**src/hw/rtl/spp_pkg.sv**
```systemverilog
// Shared types, constants and helpers of the scan point projector.
// Used by every RTL file of the block and by its checker.
package spp_pkg;

  localparam int ANGLE_BITS     = 16;
  localparam int ROTATOR_STAGES = 16;

  localparam int RANGE_W   = 16;
  localparam int ANG_W     = 16;
  localparam int BEAM_W    = 12;
  localparam int POSE_W    = 24;
  localparam int OUT_W     = 25;
  localparam int SUM_W     = OUT_W + 1;
  localparam int CFG_W     = 24;
  localparam int CFG_IDX_W = 3;

  localparam int ANG_UP = (ANGLE_BITS > ANG_W) ? (ANGLE_BITS - ANG_W) : 0;
  localparam int ANG_DN = (ANGLE_BITS < ANG_W) ? (ANG_W - ANGLE_BITS) : 0;

  // Residual angle, one guard bit over the binary angle.
  localparam int ZW      = ANGLE_BITS + 1;
  // Rotator vector: 32-bit scaled range, gain growth and sign.
  localparam int DW      = 35;
  localparam int FRAC    = 16;
  localparam int RW      = DW - FRAC;
  localparam int STG_W   = (ROTATOR_STAGES > 1) ? $clog2(ROTATOR_STAGES) : 1;
  localparam int ATAN_N  = 24;
  localparam int ATAN_IW = $clog2(ATAN_N);

  localparam logic [31:0] KINV = 32'd2608131497;
  localparam logic signed [SUM_W-1:0] OUT_MAX = SUM_W'(8454143);
  localparam logic signed [SUM_W-1:0] OUT_MIN = -SUM_W'(8454144);

  typedef enum logic [CFG_IDX_W-1:0] {
    REG_START_ANGLE   = 3'd0,
    REG_ANGLE_STEP    = 3'd1,
    REG_RANGE_FLOOR   = 3'd2,
    REG_RANGE_CEILING = 3'd3,
    REG_POSE_X        = 3'd4,
    REG_POSE_Y        = 3'd5,
    REG_POSE_HEADING  = 3'd6
  } reg_idx_t;

  typedef enum logic [1:0] {
    QUAD_0   = 2'd0,
    QUAD_90  = 2'd1,
    QUAD_180 = 2'd2,
    QUAD_270 = 2'd3
  } quad_t;

  typedef struct packed {
    logic [ANG_W-1:0]   start_angle;
    logic [ANG_W-1:0]   angle_step;
    logic [RANGE_W-1:0] range_floor;
    logic [RANGE_W-1:0] range_ceiling;
    logic [POSE_W-1:0]  pose_x;
    logic [POSE_W-1:0]  pose_y;
    logic [ANG_W-1:0]   pose_heading;
  } spp_cfg_t;

  // One point in flight through the rotator.
  typedef struct packed {
    logic [DW-1:0]     x;
    logic [DW-1:0]     y;
    logic [ZW-1:0]     z;
    logic [BEAM_W-1:0] beam;
  } spp_vec_t;

  // Arctangent of 2^-i in units of 2^-32 turn, truncated.
  localparam logic [31:0] ATAN_TAB [ATAN_N] = '{
    32'h20000000, 32'h12E4051E, 32'h09FB385B, 32'h051111D4, 32'h028B0D43,
    32'h0145D7E1, 32'h00A2F61E, 32'h00517C55, 32'h0028BE53, 32'h00145F2F,
    32'h000A2F98, 32'h000517CC, 32'h00028BE6, 32'h000145F3, 32'h0000A2F9,
    32'h0000517C, 32'h000028BE, 32'h0000145F, 32'h00000A2F, 32'h00000517,
    32'h0000028B, 32'h00000145, 32'h000000A2, 32'h00000051
  };

  function automatic logic [ZW-1:0] atan_step(input logic [ATAN_IW-1:0] idx);
    return ZW'(ATAN_TAB[idx] >> (32 - ANGLE_BITS));
  endfunction

endpackage

```
**src/hw/rtl/spp_cell.sv**
```systemverilog
// One rotator cell: a single shift-add micro-rotation, registered.
// Depends on spp_pkg.
module spp_cell
  import spp_pkg::*;
(
  input  logic             clk,
  input  logic             rst,
  input  logic [STG_W-1:0] stage,
  input  logic             up_valid,
  output logic             up_ready,
  input  spp_vec_t         up_data,
  output logic             dn_valid,
  input  logic             dn_ready,
  output spp_vec_t         dn_data
);

  logic signed [DW-1:0] xs, ys;
  logic [ZW-1:0]        t;
  spp_vec_t             nxt;

  assign up_ready = !dn_valid || dn_ready;

  always_comb begin
    xs = $signed(up_data.x) >>> stage;
    ys = $signed(up_data.y) >>> stage;
    t  = atan_step(ATAN_IW'(stage));
    nxt.beam = up_data.beam;
    if (!up_data.z[ZW-1]) begin
      nxt.x = up_data.x - ys;
      nxt.y = up_data.y + xs;
      nxt.z = up_data.z - t;
    end else begin
      nxt.x = up_data.x + ys;
      nxt.y = up_data.y - xs;
      nxt.z = up_data.z + t;
    end
  end

  always_ff @(posedge clk) begin
    if (rst) begin
      dn_valid <= 1'b0;
    end else if (up_ready) begin
      dn_valid <= up_valid;
    end
  end
  always_ff @(posedge clk) begin
    if (up_ready && up_valid) begin
      dn_data <= nxt;
    end
  end

endmodule

```
**config.mk**
```make
export PLATFORM = sky130hd
export DESIGN_NAME = spp_cell
export DESIGN_NICKNAME = d
export VERILOG_FILES = /design/src/hw/rtl/spp_pkg.sv /design/src/hw/rtl/spp_cell.sv
export SDC_FILE = /design/constraint.sdc
export NUM_CORES = 1
export LEC_CHECK = 0
export BUFFER_PORTS_ARGS = -buffer_cell sky130_fd_sc_hd__buf_2
export CAP_MARGIN = 0
export CORE_ASPECT_RATIO = 1.2
export CORE_MARGIN = 1.5
export CORE_UTILIZATION = 59
export DETAILED_ROUTE_END_ITERATION = 8
export GPL_ROUTABILITY_DRIVEN = 0
export HOLD_SLACK_MARGIN = 0.05
export PLACE_DENSITY = 0.87
export SLEW_MARGIN = 40
export SYNTH_ARGS = -nofsm -noshare
export SYNTH_HDL_FRONTEND = slang
export SYNTH_SLANG_ARGS = --single-unit
```
**constraint.sdc**
```tcl
create_clock -name clk -period 7.71 [get_ports clk]
set_input_delay 1.542 -clock clk [delete_from_list [all_inputs] [get_ports clk]]
set_output_delay 1.542 -clock clk [all_outputs]
set_load 0.1 [all_outputs]
```
# Word level (Yosys, flattened, before mapping)
# Memories as Yosys holds them, arrays and structs flattened.
# Cells that the tools add are included.
# Widths: inputs -> output; s select.
dict set report word_totals {
  register_bits 100
  mem_bits_ro 1024
  output_inout_bits 101
  word_cells 22
  memories 1
}
# memory words width rd rd_ports_with_merged_regs write_ports line_no
set memory_table {}
lappend memory_table {{(name not given)} 32 32 1 0 0 spp_pkg.sv:79} ;# return ZW'(ATAN_TAB[idx] >> (32 - ANGLE_BITS));
dict set report op_classes {
  add_sub_neg 6
  order_cmp 1
  shifts 2
  mux 3
  n_bitwise 1
  n_reduce_logical 3
}
# cell n
set ops {}
lappend ops {{$mux 87} 1}
lappend ops {{$add 35x35->35} 2}
lappend ops {{$sshr 35x4->35} 2}
lappend ops {{$sub 35x35->35} 2}
lappend ops {{$mux 32} 2}
lappend ops {{$add 17x16->17} 1}
lappend ops {{$sub 17x16->17} 1}
lappend ops {{$ge 6x6->1 const B} 1}
lappend ops {{$not 4->6} 1}
lappend ops {{$logic_and 1x1->1} 1}
lappend ops {{$logic_not 1->1} 1}
lappend ops {{$logic_or 1x1->1} 1}

# Longest topological paths before layout
# Gate-level depths: netlist of the first run.
dict set report logic_depth {
  depth_word 6
  mapped_depth 27
  depth_no_buf 21
}

# Least setup slack after synthesis of the first run
# OpenSTA, ideal clock, no wires.
dict set report synth_timing {
  kind {input port to flip-flop}
  start {input port stage[1]}
  end {register dn_data[98] (netlist name) (data pin)}
  setup_ns 0.260
  arrival_time_ns 6.495
  required_time_ns 7.450
  slack_ns 0.955
  cell_stages 23
  n_path_buf 4
  path_cell_list {clkbuf_1 > buf_4 > clkbuf_1 > mux4_2 > mux4_2 > inv_1 > ha_1 > and3b_1 > clkbuf_1 > nand4_1 > nor4_2 > nor2_1 > xnor2_1 > ha_1 > and2_1 > a22oi_1 > inv_1 > o211a_1 > a2111oi_0 > o21ai_0 > o41ai_1 > a21oi_1 > xnor2_1}
}
# element line_no
set synth_lines {}
lappend synth_lines {{from (decl)} spp_cell.sv:8} ;# input logic [STG_W-1:0] stage,
lappend synth_lines {{to (signal assigned)} spp_cell.sv:48} ;# dn_data <= nxt;
lappend synth_lines {{to (decl)} spp_cell.sv:14} ;# output spp_vec_t dn_data

==> results of run 1 <==
-- metrics by stage --
stage / util (%) / hold slack, ps / area (um^2) / setup WS, ps / power, mW
2_1_floorplan: - / 1610 / 13100 / 955 / 2.66
3_3_place_gp: 65.8 / 494 / 14300 / 447 / 3.00
3_5_place_dp: 65.8 / 519 / 14300 / 246 / 3.05
4_1_cts: 67.2 / 531 / 14600 / 630 / 3.53
5_1_grt: 67.3 / 576 / 14600 / 172 / 3.72
6_report: 67.3 / 534 / 14600 / 690 / 3.56
-- metal layers --
metal / track usage, % / part of all wire [%] / up-vias
met5: 0 / 0 / -
met4: 24.4 / 7.9 / 0
met3: 6.08 / 8.6 / 196
met2: 54.9 / 48 / 757
li1: - / - / 5596
met1: 36.5 / 35 / 5761
-- power by group --
part	internal (mW)	switching [mW]	total, mW	leakage (nW)
Combinational	0.642	1.63	2.27	4.97
Clock	0.232	0.250	0.482	0.149
Sequential	0.780	0.0262	0.806	0.965
Total	1.65	1.90	3.56	6.08
-- layout make-up --
class	instances	area (um^2)
inverter	37	139
clock buffer	9	225
multi-input combinational	1174	9580
clock inverter	7	76.3
timing repair buffer	227	1230
sequential	100	2990
fill	1671	7110
antenna	1	2.50
tap	274	343
-- synthesized netlist by cell type, drive strengths merged, types with 28 or more instances --
| library cell | instances |
|---|---|
| ha | 93 |
| mux2i | 63 |
| nor3 | 37 |
| a21o | 28 |
| edfxtp | 99 |
| a21oi | 126 |
| xnor2 | 94 |
| clkbuf | 29 |
| nor2 | 111 |
| xor2 | 57 |
| mux4 | 84 |
| o21ai | 70 |
| inv | 37 |
| buf | 41 |
| nand2 | 114 |
-- worst min-delay path, cell delays in order, from the launching register on --
cell and delay, ps:
dfxtp_1 320, nand2b_1 100, a21oi_1 80
-- kinds of logic (layout without fill, tap and decap cells) --
logic type                 count (synthesis)  in the layout  share of synthesized area [%]
adders and majority gates                 96             96                           9.36
AOI/OAI and AO/OA                        354            354                           17.2
xor gates and xnor gates                 151            151                           10.1
and+or+nand+nor                          400            400                           14.9
other                                      0              1                              0
buffers and inverters                    107            280                           3.87
DFF                                      100            100                           22.9
muxes                                    173            173                           21.8
-- registers in the layout, summed over array words and instances (netlist names) --
| register | flops |
|---|---|
| dn_data | 99 |
| dn_valid | 1 |
-- path summary, 6_finish.rpt --
kind,startpoint,end,depth (start not counted)
max,stage[0],dn_data[98],20
min,dn_valid,dn_valid,2
max reg2reg,dn_valid,dn_data[93],3
min reg2reg,dn_valid,dn_valid,2
==> impl_metrics.ini, run 1 <==
[worst_setup_path]
cp-start-kind = primary input
slowest_delay_ps = 560
worst-path-max-fanout = 49
cp_top_family = compound AO/OA/AOI/OAI gates
crit_chain = buf_6, buf_12, mux4_2, nand2_1, o21ai_0, a2111oi_2, nand4b_1, nor4_2, nor2_1, xnor2_1, ha_1, and2_1, a22oi_1, inv_1, o211a_1, a2111oi_0, o21ai_0, o41ai_1, a21oi_1, xnor2_1
crit_type = primary input to flip-flop
crit_slowest_cell = a2111oi_2
cp.required_ps = 7860
cp_data_arrival_time_ps = 7170
reg2reg_slack_ps = 5670
crit_buf_inv = 3
crit_path_end_kind = flip-flop

[floorplanning]
rows = 59
initial_core_util_pct = 60.3
dieArea_um2 = 23100
fp.dieH_um = 166
die_w_um = 139
fp.coreArea_um2 = 21700
pin_count = 208

[power_and_ir_drop]
peakVddDrop_uv = 233
powerDensity_nw_per_um2 = 244
leakage_nw = 6.08

[synthesis]
netlist_area_um2 = 13100
synthCells = 1381
syn_nets = 1584
yosysUniqueCellTypes = 83
async_flop_share_pct = 0
yosysWarnings = 0
ys_ff_latch = 100
synth_edf_count = 99
synth_top_area_cell = edfxtp_1
synth_top_cell_area_share_pct = 22.7
yosys-top-cells-area = edfxtp_1 (23%), mux4_2 (13%), ha_1 (8.9%), xnor2_1 (6.3%), a21oi_1 (4.8%)
avgSynthCellArea_um2 = 9.47
synth_flop_cell = edfxtp_1
yosysSeqAreaShare_pct = 22.9

[sta]
setup_tns_ps = 0
hold_viol = 0
rsz0062_at_grt = no
fmaxAchievable_mhz = 142
setup_viol = 0
fin_skew_ps = 7.86
worstMarginPinSlew_ps = 746
slew_violations = 0
period_minus_slack_ps = 7020
slew_headroom_pct = 50.3
finalCritPeriodShare_pct = 91.1

[clock_tree]
post_cts_hold_buffer_count = 0
postCtsSetupBuffers = 0
cts_root_buffer = clkbuf_16
cts.reportedPaths.clkPinSlew_ps = 80
worst_skew_pair.late_latency_ps = 390
cts_max_path_buffers = 2
cts_tree = yes
cts-resized-gates = 0
htree_levels = 3
cts.sinks = 100
numCtsBuffers = 9

[layout]
area_delta_synth_final_pct = 11.6
final_common_cell = buf_2
drive_gt1_share_pct = 23.7
nNetsFinal = 1752
final_cell_mix = buf_2 (204), a21oi_1 (126), nand2_1 (114), nor2_1 (111), edfxtp_1 (99)
layoutNonFillerInstCount = 1829

[grt]
grt_start_max_net_pins = 61
grt_pass1_vias = 12078
grtUsageTotal_pct = 32.5
antenna_found_initial = 1
grt-ovfl-total = 0
grt_pass1_wl_um = 60300

[flow_run]
drv_cap = 0

[hold_path]
hp-class = flip-flop to flip-flop

[placement]
place_hpwl_um = 29000
dp_cells = 1812
numPortBuffers = 207

[route]
routed_via_density = 6.73
routedWlPerCell_um = 20.8
drtAntennaViolNets = 0
drc_errors = 0
num_vias = 12310
drtIter0Drc = 1238
first_pass_iters = 6
totalWireLength_um = 38000

[status]
status = completed
(Power assumes the default switching activity.)
==> run 2, diff against run 1 <==
Settings changed: ABC_CLOCK_PERIOD_IN_PS set to 7710, CORE_ASPECT_RATIO 1.2 to not set, CORE_UTILIZATION 59 to 50, PLACE_DENSITY 0.87 to 0.76.
==> impl_metrics.ini, run 2 (synthesized netlist as in run 1, its figures left out) <==
[worst_setup_path]
rr_startpoint = dn_valid
cp_top_family = simple AND/OR/NAND/NOR gates
cp_data_arrival_time_ps = 7200
crit_type = primary input to flip-flop
r2r_cells = 3
reg2reg_slack_ps = 5650
cp.required_ps = 7820
crit_slowest_cell = mux4_2
timing.rr.end = dn_data[75]
crit_path_end_kind = flip-flop
cp-start-kind = primary input
crit_chain = buf_4, mux4_2, mux4_2, nor3_1, and2_1, nand4_2, nor4_2, and2_1, nor2_1, xnor2_1, ha_1, nand3_1, nor2_1, o211ai_1, a21oi_1, a2111oi_0, o21ai_0, o41ai_1, a21oi_1, xnor2_1
slowest_delay_ps = 660
worst-path-max-fanout = 40
crit_buf_inv = 1

[power_and_ir_drop]
powerDensity_nw_per_um2 = 240
seqPwrFrac_pct = 23.0
p_clk_share_pct = 13.0
combinationalPowerShare_pct = 64.0
fin_total_pwr_mw = 3.51
internal-power_mw = 1.64
switching_power_mw = 1.87
peakVddDrop_uv = 175
p_sw_share_pct = 53.2
leakage_nw = 6.06

[grt]
grt_pass1_wl_um = 57000
grt_pass1_vias = 11240
grt_start_max_net_pins = 58
antenna_found_initial = 1
grt-ovfl-total = 0
grtUsageTotal_pct = 26.8

[clock_tree]
cts_root_buffer = clkbuf_16
worst_skew_pair.late_latency_ps = 370
cts_max_path_buffers = 2
numCtsBuffers = 9
post_cts_hold_buffer_count = 0
cts.sinks = 100
cts.reportedPaths.clkPinSlew_ps = 80
postCtsSetupBuffers = 0
cts-resized-gates = 0
htree_levels = 3
cts_tree = yes

[placement]
place_area_um2 = 14400
numPortBuffers = 207
dp_worst_setup_slack_ps = 276
place_hpwl_um = 29100

[hold_path]
min_to = dn_valid
hp-class = flip-flop to flip-flop
hp-start = dn_valid
holdPathStages = 2

[layout]
largest_register_ffs = 99
final_cell_mix = buf_2 (204), a21oi_1 (126), nand2_1 (114), nor2_1 (111), edfxtp_1 (99)
final_common_cell = buf_2
area_delta_synth_final_pct = 11.9
drive_gt1_share_pct = 23.7
top_regs = dn_data: 99 flops, dn_valid: 1 flops
multi_input_area_um2 = 9580
nNetsFinal = 1751
fin_area_um2 = 14600
finish.utilization_pct = 56.7
regMostFlops = dn_data
antenna-diode-count = 0
nFillCells = 2322
regArea_um2 = 2990

[sta]
slew_violations = 0
setup_viol = 0
hold_viol = 0
slew_headroom_pct = 51.5
rsz0062_at_grt = no
fin_skew_ps = 8.33
fmaxAchievable_mhz = 141
finalCritPeriodShare_pct = 91.9
worstMarginPinSlew_ps = 728
period_minus_slack_ps = 7090
setup_ws_ps = 624
setup_tns_ps = 0

[floorplanning]
initial_core_util_pct = 50.6
fp.dieH_um = 165
dieArea_um2 = 27100
die_w_um = 165
pin_count = 208
rows = 59
fp.coreArea_um2 = 25800

[route]
routed_via_density = 6.36
first_pass_iters = 7
num_vias = 12014
totalWireLength_um = 37300
drtIter0Drc = 920
drc_errors = 0
drtAntennaViolNets = 0
routedWlPerCell_um = 19.7

[flow_run]
drv_cap = 0

[status]
status = completed
-- run 2: area by class of cell --
cell class / count / share of cell area [%]
inverter: 37 / 0.949
tap: 335 / 2.86
clock inverter: 7 / 0.385
sequential: 100 / 20.4
timing repair buffer: 226 / 8.36
multi-input combinational: 1174 / 65.5
clock buffer: 9 / 1.54
-- run 2: tightest hold or removal path, delay by kind of cell (launching register included) --
family | cells | cell delay [ps]
DFF | 1 | 310
and+or+nand+nor | 1 | 100
AOI/OAI and AO/OA | 1 | 70
-- run 2: power by group through the flow --
| stage | combinational, mW | sequential, mW | clock (mW) |
|---|---|---|---|
| 3_3_place_gp | 2.19 | 0.821 | 0 |
| 3_5_place_dp | 2.22 | 0.820 | 0 |
| 2_1_floorplan | 0.999 | 1.66 | 0 |
| 6_report | 2.24 | 0.807 | 0.455 |
| 4_1_cts | 2.23 | 0.810 | 0.466 |
| 5_1_grt | 2.39 | 0.820 | 0.484 |
-- run 2: worst max path at each step --
stage | depth (start not counted) | startpoint | to | slack, ps
after floorplan | 23 | stage[1] | dn_data[98] | 950
after global placement | 20 | stage[0] | dn_data[98] | 490
after detailed placement | 20 | stage[0] | dn_data[63] | 280
after CTS | 20 | stage[0] | dn_data[63] | 650
after global routing | 21 | stage[0] | dn_data[98] | 150
final | 20 | stage[0] | dn_data[98] | 620
-- run 2: metal layers --
metal | routed length [um] | vias up | track usage, % | part of all wire, %
met5 | 12 | - | 0 | 0.032
met4 | 2240 | 2 | 15.8 | 6.0
met3 | 2940 | 136 | 4.19 | 7.9
met2 | 17700 | 562 | 45.2 | 47
met1 | 14400 | 5720 | 32.3 | 39
li1 | - | 5594 | - | -
-- run 2: metrics by stage --
stage	hold slack (ps)	instances
after floorplan	1610	1381
after global placement	500	1872
after detailed placement	517	1872
after CTS	530	1888
after global routing	568	1888
final	520	1888
