$ cat config.mk
export PLATFORM = sky130hd
export DESIGN_NAME = spp_back
export DESIGN_NICKNAME = d
export VERILOG_FILES = /design/src/hw/rtl/spp_pkg.sv /design/src/hw/rtl/spp_back.sv
export SDC_FILE = /design/constraint.sdc
export NUM_CORES = 1
export LEC_CHECK = 0
export BUFFER_PORTS_ARGS = -buffer_cell sky130_fd_sc_hd__buf_2
export CAP_MARGIN = 15
export CORE_ASPECT_RATIO = 2
export CORE_MARGIN = 4
export CORE_UTILIZATION = 49
export CTS_CLUSTER_SIZE = 16
export DETAILED_ROUTE_END_ITERATION = 10
export PLACE_DENSITY = 0.91
export REMOVE_ABC_BUFFERS = 1
export SLEW_MARGIN = 5
export SYNTH_ARGS = -nofsm -noshare
export SYNTH_HDL_FRONTEND = slang
export SYNTH_SLANG_ARGS = --single-unit
$ cat constraint.sdc
create_clock -name clk -period 4.95 [get_ports clk]
set_input_delay 0.7425 -clock clk [delete_from_list [all_inputs] [get_ports clk]]
set_output_delay 0.7425 -clock clk [all_outputs]
set_load 0.03 [all_outputs]
$ cat src/hw/rtl/spp_pkg.sv
// Shared types, constants and helpers of the scan point projector.
// Used by every RTL file of the block and by its checker.
package spp_pkg;

  localparam int ANGLE_BITS     = 16;
  localparam int ROTATOR_STAGES = 16;

  localparam int RANGE_W   = 16;
  localparam int ANG_W     = 16;
  localparam int BEAM_W    = 12;
  localparam int POSE_W    = 24;
  localparam int OUT_W     = 25;
  localparam int SUM_W     = OUT_W + 1;
  localparam int CFG_W     = 24;
  localparam int CFG_IDX_W = 3;

  localparam int ANG_UP = (ANGLE_BITS > ANG_W) ? (ANGLE_BITS - ANG_W) : 0;
  localparam int ANG_DN = (ANGLE_BITS < ANG_W) ? (ANG_W - ANGLE_BITS) : 0;

  // Residual angle, one guard bit over the binary angle.
  localparam int ZW      = ANGLE_BITS + 1;
  // Rotator vector: 32-bit scaled range, gain growth and sign.
  localparam int DW      = 35;
  localparam int FRAC    = 16;
  localparam int RW      = DW - FRAC;
  localparam int STG_W   = (ROTATOR_STAGES > 1) ? $clog2(ROTATOR_STAGES) : 1;
  localparam int ATAN_N  = 24;
  localparam int ATAN_IW = $clog2(ATAN_N);

  localparam logic [31:0] KINV = 32'd2608131497;
  localparam logic signed [SUM_W-1:0] OUT_MAX = SUM_W'(8454143);
  localparam logic signed [SUM_W-1:0] OUT_MIN = -SUM_W'(8454144);

  typedef enum logic [CFG_IDX_W-1:0] {
    REG_START_ANGLE   = 3'd0,
    REG_ANGLE_STEP    = 3'd1,
    REG_RANGE_FLOOR   = 3'd2,
    REG_RANGE_CEILING = 3'd3,
    REG_POSE_X        = 3'd4,
    REG_POSE_Y        = 3'd5,
    REG_POSE_HEADING  = 3'd6
  } reg_idx_t;

  typedef enum logic [1:0] {
    QUAD_0   = 2'd0,
    QUAD_90  = 2'd1,
    QUAD_180 = 2'd2,
    QUAD_270 = 2'd3
  } quad_t;

  typedef struct packed {
    logic [ANG_W-1:0]   start_angle;
    logic [ANG_W-1:0]   angle_step;
    logic [RANGE_W-1:0] range_floor;
    logic [RANGE_W-1:0] range_ceiling;
    logic [POSE_W-1:0]  pose_x;
    logic [POSE_W-1:0]  pose_y;
    logic [ANG_W-1:0]   pose_heading;
  } spp_cfg_t;

  // One point in flight through the rotator.
  typedef struct packed {
    logic [DW-1:0]     x;
    logic [DW-1:0]     y;
    logic [ZW-1:0]     z;
    logic [BEAM_W-1:0] beam;
  } spp_vec_t;

  // Arctangent of 2^-i in units of 2^-32 turn, truncated.
  localparam logic [31:0] ATAN_TAB [ATAN_N] = '{
    32'h20000000, 32'h12E4051E, 32'h09FB385B, 32'h051111D4, 32'h028B0D43,
    32'h0145D7E1, 32'h00A2F61E, 32'h00517C55, 32'h0028BE53, 32'h00145F2F,
    32'h000A2F98, 32'h000517CC, 32'h00028BE6, 32'h000145F3, 32'h0000A2F9,
    32'h0000517C, 32'h000028BE, 32'h0000145F, 32'h00000A2F, 32'h00000517,
    32'h0000028B, 32'h00000145, 32'h000000A2, 32'h00000051
  };

  function automatic logic [ZW-1:0] atan_step(input logic [ATAN_IW-1:0] idx);
    return ZW'(ATAN_TAB[idx] >> (32 - ANGLE_BITS));
  endfunction

endpackage

$ cat src/hw/rtl/spp_back.sv
// Back end: rounding to millimetres, pose offset, saturation and the
// output register. Depends on spp_pkg.
module spp_back
  import spp_pkg::*;
(
  input  logic                    clk,
  input  logic                    rst,
  input  spp_cfg_t                cfg,
  input  logic                    up_valid,
  output logic                    up_ready,
  input  spp_vec_t                up_data,
  output logic                    out_valid,
  input  logic                    out_ready,
  output logic signed [OUT_W-1:0] map_x,
  output logic signed [OUT_W-1:0] map_y,
  output logic [BEAM_W-1:0]       beam_number
);

  localparam logic [DW-1:0] HALF = DW'(1) << (FRAC - 1);

  logic                 vr, rr, ro;
  logic [RW-1:0]        rx, ry;
  logic [BEAM_W-1:0]    rbeam;
  logic [DW-1:0]        sx, sy;
  logic signed [SUM_W-1:0] px, py;

  assign ro = !out_valid || out_ready;
  assign rr = !vr || ro;
  assign up_ready = rr;

  // Round half up to whole millimetres.
  assign sx = up_data.x + HALF;
  assign sy = up_data.y + HALF;

  always_ff @(posedge clk) begin
    if (rst) begin
      vr <= 1'b0;
    end else if (rr) begin
      vr <= up_valid;
    end
  end
  always_ff @(posedge clk) begin
    if (rr && up_valid) begin
      rx    <= sx[DW-1:FRAC];
      ry    <= sy[DW-1:FRAC];
      rbeam <= up_data.beam;
    end
  end

  assign px = SUM_W'($signed(cfg.pose_x)) + SUM_W'($signed(rx));
  assign py = SUM_W'($signed(cfg.pose_y)) + SUM_W'($signed(ry));

  always_ff @(posedge clk) begin
    if (rst) begin
      out_valid <= 1'b0;
    end else if (ro) begin
      out_valid <= vr;
    end
  end
  always_ff @(posedge clk) begin
    if (ro && vr) begin
      map_x <= (px > OUT_MAX) ? OUT_W'(OUT_MAX) :
               (px < OUT_MIN) ? OUT_W'(OUT_MIN) : OUT_W'(px);
      map_y <= (py > OUT_MAX) ? OUT_W'(OUT_MAX) :
               (py < OUT_MIN) ? OUT_W'(OUT_MIN) : OUT_W'(py);
      beam_number <= rbeam;
    end
  end

endmodule

* Word level (Yosys, flattened, before mapping)
Cells that the tools add are included.
** Word-level totals
- Logic and storage cells :: 24
- Output and inout bits :: 64
- Flip-flop bits (word level) :: 114
- Input bits :: 231
** Operators by class
- Reduce and logical (&&, ||, !) cells :: 6
- Add/sub/neg operators :: 4
- $lt $le $gt $ge :: 4
- Mux-type cells :: 2
** Operators by type and width (number)
- adder 35 x 16 -> 35 bit, second input constant :: 2
- adder 24 x 19 -> 25 bit :: 2
- greater-than comparator 25 bit, second input constant :: 2
- less-than comparator 25 bit, second input constant :: 2
- 2-to-1 mux 25 bit :: 2
- logical AND 1 bit :: 2
- zero test 1 bit :: 2
- logical OR 1 bit :: 2

* Longest topological paths before layout
Gate-level depths: netlist (run 1).
- Word-level depth :: 4
- Mapped depth :: 14
- Mapped depth without buffers :: 14

* Worst setup path after synthesis (run 1)
Ideal clock, no wire load.
- Kind :: input -> register
- Start point :: input out_ready
- End point :: register beam_number[0], enable pin
- Path buffers :: 0
- Arrival :: 3580 ps
- Library setup time :: 490 ps
- Stages on the path :: 2
- Path slack :: 880 ps
- Data required time :: 4460 ps
- Cell sequence :: nor2b_1 > nor2b_1
** Between the ends
- Word-level cells in the longest chain between the ends :: 2
** Ends and longest elaborated chain
- start, declared :: RTL line spp_back.sv:13 : input logic out_ready,
- logical OR 1 bit :: RTL line spp_back.sv:27 : assign ro = !out_valid || out_ready;
- logical AND 1 bit :: RTL line spp_back.sv:61 : if (ro && vr) begin
- end signal, assigned :: RTL line spp_back.sv:66 : beam_number <= rbeam;
- end, declared :: RTL line spp_back.sv:16 : output logic [BEAM_W-1:0] beam_number
No other way between the ends.
A chain may end at the register's enable or synchronous reset.

* Worst setup path after layout (run 1)
- Start point :: input cfg[16] (netlist bit)
- End point :: register map_y[15], data pin
** Between the ends
- Word-level cells in the longest chain between the ends :: 3
- Elaborated cells between the ends (all ways) :: 4
- Classes of those cells :: add/sub (1); order compare (2); mux (1)
** Ends and longest elaborated chain
- start, declared :: RTL line spp_back.sv:8 : input spp_cfg_t cfg,
- adder 24 x 19 -> 25 bit * :: RTL line spp_back.sv:51 : assign py = SUM_W'($signed(cfg.pose_y)) + SUM_W'($signed(ry));
- less-than comparator 25 bit :: RTL line spp_back.sv:65 : (py < OUT_MIN) ? OUT_W'(OUT_MIN) : OUT_W'(py);
- 2-to-1 mux 25 bit :: RTL line spp_back.sv:65
- end signal, assigned :: RTL line spp_back.sv:64 : map_y <= (py > OUT_MAX) ? OUT_W'(OUT_MAX) :
- end, declared :: RTL line spp_back.sv:15 : output logic signed [OUT_W-1:0] map_y,
Mark *: on every way between the ends. The rest lies on a longest branch, timed or not.

==> results of run 1 <==
[logic make-up (layout without fill, tap and decap cells)]
family	count (synthesis)	count (layout)	synth area share [%]
and+or+nand+nor	198	198	12.95
other	0	2	0
muxes	5	5	0.7033
AOI/OAI and AO/OA	203	203	19.16
buffers and inverters	41	224	2.538
xor gates and xnor gates	71	71	8.525
DFF	114	114	46.66
adders and majority gates	54	54	9.468
[power breakdown]
part / internal (mW) / total [mW] / switching (mW)
clock: 0.798 / 1.26 / 0.460
sequential: 1.19 / 1.21 / 0.0238
combinational: 0.319 / 0.860 / 0.541
total: 2.31 / 3.33 / 1.02
[layer usage]
metal | vias up | wire [microns] | GRT usage (%) | part of all wire [%]
li1 | 2964 | - | - | -
met1 | 2822 | 5734 | 19.71 | 31
met2 | 257 | 10270 | 42.00 | 56
met3 | 84 | 1181 | 6.101 | 6.4
met4 | 6 | 1147 | 13.83 | 6.2
met5 | - | 31 | 0 | 0.17
[layout make-up]
class	instances	area [sq um]	share of cell area, %
Sequential cell	114	3403	38.14
Clock buffer	18	429.2	4.810
Timing Repair Buffer	173	880.8	9.872
Clock inverter	14	177.7	1.991
Inverter	19	71.32	0.7993
Tap cell	192	240.2	2.692
Antenna cell	2	5.005	0.05609
Multi-Input combinational cell	531	3715	41.64
[critical path, stage by stage]
cell and delay [ns]:
buf_2 0.10, ha_1 0.23, fa_1 0.41, a21oi_1 0.30, o211ai_1 0.23, nand3_1 0.25, nand2_1 0.16, a311oi_1 0.49
nand4_1 0.18, o31ai_1 0.22, nand2_1 0.08, ha_1 0.71, inv_1 0.14, nand2_1 0.09, nand2_1 0.05
[flip-flops by register name, summed over array words and instances, names as in the netlist]
register,count
map_y,25
rbeam,12
map_x,25
rx,19
ry,19
vr,1
out_valid,1
beam_number,12
[how the worst max path moves through the flow]
stage,start,end,depth (start not counted)
after detailed placement,cfg[16],map_y[15]$_SDFFCE_PN1P_,15
after CTS,cfg[16],map_y[15]$_SDFFCE_PN1P_,15
after global placement,cfg[16],map_y[15]$_SDFFCE_PN1P_,15
after global routing,cfg[16],map_y[15]$_SDFFCE_PN1P_,15
final,cfg[16],map_y[15]$_SDFFCE_PN1P_,15
after floorplan,out_ready,beam_number[0]$_DFFE_PP_,2
[cells in the final DEF, fill, tap and decap left out, types with 4 or more instances in the layout]
master,Yosys,routed
a21oi_1,37,37
a31oi_1,4,4
clkbuf_16,0,17
nor2b_1,6,5
nand4_1,12,12
xor2_1,23,23
a22oi_1,4,4
and2_1,6,5
a21o_1,23,23
xnor2_1,48,48
nand3_1,31,31
nand2_1,48,48
buf_4,0,6
nor3_1,12,12
inv_1,19,19
or3_1,4,4
and3_1,13,13
a211oi_1,8,8
o211ai_1,6,6
mux2i_1,4,4
edfxtp_1,112,112
nor2_1,52,52
a21boi_0,8,8
o21ai_0,57,57
clkinvlp_4,0,4
inv_6,0,5
o21a_1,15,15
ha_1,52,52
buf_2,5,167
o311a_1,4,4
[through the flow]
| stage | utilization (%) | total power [mW] | instance area [sq um] | hold WS, ns |
|---|---|---|---|---|
| floorplan | - | 1.833 | 7181 | 0.4003 |
| global placement | 57.29 | 2.057 | 8310 | 0.4006 |
| detailed placement | 57.29 | 2.084 | 8310 | 0.4054 |
| CTS | 61.47 | 3.337 | 8917 | 0.4220 |
| global route | 61.51 | 3.484 | 8922 | 0.4280 |
| finish | 61.51 | 3.332 | 8922 | 0.4201 |
==> results.toml, run 1 <==
[status]
outcome = "finished, final reports clean"

[setup_path]
reg2reg_from = "ry[0]$_DFFE_PP_"
rr_endpoint = "map_y[15]$_SDFFCE_PN1P_"
crit_required_ns = 5.09
cp-end-kind = "flip-flop"
crit_type = "in -> reg"
reg2reg_depth = 14
cp.arrival_ns = 4.39
rrSetupSlack_ns = 0.76
path_max_fanout = 23
worstSetupStartpointType = "input port"

[final_layout]
fin_nets = 1141
syn_to_final_growth_pct = 22.32
stdcell_count = 1063
drive_above_1_share_pct = 25.55
fill_cells = 1173

[sta]
fmax_mhz = 235.0
rsz0062_at_grt = "no"
finalSetupViolCount = 0
setup_tns_ns = 0
slew-limit-headroom_pct = 24.76
slew_viol_final = 0
worst_slack_ns = 0.6950
worst_clock_skew_ns = 0.01337
min_period_over_period_pct = 85.96
period_minus_slack_ns = 4.255
worst_pin_slew_ns = 1.129
hold_viol_final = 0

[floorplan]
die_w_microns = 94.28
core_area_sq_um = 14510
fp-row-count = 62
io_pins = 295
initial_core_util_pct = 50.28
die_y_microns = 180.6
fp.dieArea_sq_um = 17020

[cts]
clk_pin_slew_ns = 0.06
cts_tree = "done"
insertion_delay_ns = 0.41
cts_resized = 0
cts_root_buffer = "clkbuf_16"
hold_buffers = 0
cts_buffer_depth = 2
htreeDepth = 4
cts_buffers = 17
cts_setup_buffers = 0
clkSinkCount = 114

[detailed_routing]
wl_per_cell_microns = 17.27
first_pass_iters = 7
drtAntennaViolNets = 0
remaining_drc_errors = 0
drt-vias-per-instance = 5.770
routed_wl_microns = 18360
drtIter0Drc = 256
vias = 6133

[yosys]
synth-edff-count = 112
ys_seq_area_share_pct = 46.66
synth_area_leaders = "edfxtp_1 (46%), ha_1 (8.9%), xnor2_1 (5.8%)"
ys_seq_elements = 114
synth_area_leader_cell = "edfxtp_1"
syn_inst = 686
synthTopCellsByCount = "edfxtp_1 (112), o21ai_0 (57), ha_1 (52), nor2_1 (52)"
synth-warning-count = 0
synth.avg_cell_area_sq_um = 10.63
synth_most_common_cell = "edfxtp_1"
synth_top_area_share_pct = 46.11
synthArstFlopShare_pct = 0
yosysUniqueCellTypes = 67
syn_area_sq_um = 7294
synth_ff_type = "edfxtp_1"

[global_routing]
grt_pass1_vias = 6281
grtUsageTotal_pct = 22.22
antenna_found_initial = 5
grt_pass1_wl_microns = 29510
grt_overflow_total = 0
grt_max_degree = 51

[placement]
dp_cells = 1029
port_buffers = 167
place_ws_ns = 0.3621
gp_congestion = 0.9006
hpwl_microns = 14580

[hold_path]
hp-class = "reg -> reg"
hold_path_end = "beam_number[7]$_DFFE_PP_"
hold_depth = 0
hp-start = "rbeam[7]$_DFFE_PP_"

[run]
cap_viol_max_count = 0

[power_and_ir_drop]
peakVddDrop_uv = 332.7
p_leak_nw = 3.653
power_per_cell_area_nw_per_um2 = 373.4
(Power assumes the default switching activity.)
==> run 2, diff against run 1 <==
Settings changed: CORE_UTILIZATION 49 to 45, PLACE_DENSITY 0.91 to 0.85.
==> results.toml, run 2 (same netlist as run 1, synthesis figures left out) <==
[detailed_routing]
wl_per_cell_microns = 16.84
drt-vias-per-instance = 5.679
drtAntennaViolNets = 0
drtIter0Drc = 177
vias = 6082
routed_wl_microns = 18030
remaining_drc_errors = 0
first_pass_iters = 5

[cts]
cts_setup_buffers = 0
cts_buffers = 17
hold_buffers = 0
cts_buffer_depth = 2
cts_tree = "done"
insertion_delay_ns = 0.41
clk_pin_slew_ns = 0.06
htreeDepth = 4
cts_root_buffer = "clkbuf_16"
cts_resized = 0
clkSinkCount = 114

[setup_path]
path_max_fanout = 20
crit_type = "in -> reg"
cp-end-kind = "flip-flop"
crit_required_ns = 5.18
worstSetupStartpointType = "input port"
cp.arrival_ns = 4.58

[global_routing]
grt_overflow_total = 0
grtUsageTotal_pct = 19.28
grt_pass1_vias = 6165
grt_max_degree = 39
antenna_found_initial = 6
grt_pass1_wl_microns = 28320

[sta]
setup_tns_ns = 0
hold_viol_final = 0
slew_viol_final = 0
finalSetupViolCount = 0
worst_clock_skew_ns = 0.006489
fmax_mhz = 230.0
period_minus_slack_ns = 4.347
min_period_over_period_pct = 87.82
rsz0062_at_grt = "no"
worst_pin_slew_ns = 1.051
slew-limit-headroom_pct = 29.77

[final_layout]
final_area_sq_um = 8901
mostFrequentLayoutCells = "buf_2 (167), edfxtp_1 (112), o21ai_0 (57)"
drive_above_1_share_pct = 25.58
fin_nets = 1140
syn_to_final_growth_pct = 22.02
final_common_cell = "buf_2"
reg.largest.list = "map_x x25, map_y x25"

[placement]
port_buffers = 167
gp_congestion = 0.9178
placed_area_sq_um = 8314
hpwl_microns = 14520

[run]
cap_viol_max_count = 0

[floorplan]
die_y_microns = 188.1
fp-row-count = 65
fp.dieArea_sq_um = 18430
initial_core_util_pct = 46.00
core_area_sq_um = 15860
die_w_microns = 98.03
io_pins = 295

[power_and_ir_drop]
peakVddDrop_uv = 247.6
p_leak_nw = 3.648
power.total_mw = 3.266
power_per_cell_area_nw_per_um2 = 366.9

[status]
outcome = "finished, final reports clean"

[hold_path]
hp-class = "reg -> reg"
## run 2: cell types whose count changed in the layout (fill, tap and decap cells not counted)
| cell | delta |
|---|---|
| clkinv_2 | +3 |
| clkinv_4 | +2 |
| clkinvlp_4 | -2 |
| buf_4 | -1 |
| bufinv_16 | -1 |
| clkbuf_1 | -1 |
| inv_6 | -1 |
## run 2: path summary, 6_finish.rpt
check / cells past startpoint / to / startpoint / slack, ns
min reg2reg: 0 / beam_number[5]$_DFFE_PP_ / rbeam[5]$_DFFE_PP_ / 0.41
max: 13 / map_x[16]$_SDFFCE_PN0P_ / cfg[40] / 0.60
max reg2reg: 12 / map_x[16]$_SDFFCE_PN0P_ / rx[0]$_DFFE_PP_ / 0.65
min: 0 / beam_number[5]$_DFFE_PP_ / rbeam[5]$_DFFE_PP_ / 0.41
## run 2: metrics by stage
step                      util [%]  hold WS [ns]  worst slack (ns)  instances
after floorplan                  -        0.4003            0.8803        664
after global placement       52.43        0.4001            0.3835       1037
after detailed placement     52.43        0.4054            0.3295       1037
after CTS                    56.09        0.4159            0.6710       1069
after global routing         56.13        0.4184            0.4166       1071
final                        56.13        0.4118            0.6030       1071
## run 2: layout make-up
| class | count | area (sq um) |
|---|---|---|
| Multi-Input combinational cell | 531 | 3715 |
| Clock buffer | 17 | 425.4 |
| Tap cell | 201 | 251.5 |
| Timing Repair Buffer | 172 | 873.3 |
| Inverter | 19 | 71.32 |
| Fill cell | 1389 | 6958 |
| Clock inverter | 15 | 156.4 |
| Sequential cell | 114 | 3403 |
| Antenna cell | 2 | 5.005 |
## run 2: metal layers
metal	global-route usage [%]	up-vias	share of wire, %
met2	36.76	227	56
met1	17.66	2822	32
met4	10.19	8	5.0
met3	5.994	72	6.6
li1	-	2953	-
met5	0	-	0.28
## run 2: power by group
| part | total, mW | leakage (nW) | internal, mW | switching (mW) |
|---|---|---|---|---|
| logic | 0.852 | 2.28 | 0.315 | 0.537 |
| registers | 1.21 | 1.08 | 1.19 | 0.0228 |
| clock network | 1.20 | 0.284 | 0.744 | 0.458 |
## run 2: worst max-delay path, cell delays in order
cell,delay [ns]
buf_2,0.10
ha_1,0.22
fa_1,0.43
a211oi_1,0.36
o211ai_1,0.22
a22oi_1,0.40
o21ai_2,0.15
a21o_1,0.25
nor4_1,0.39
a41oi_1,0.19
ha_1,0.68
inv_1,0.19
a21boi_0,0.26
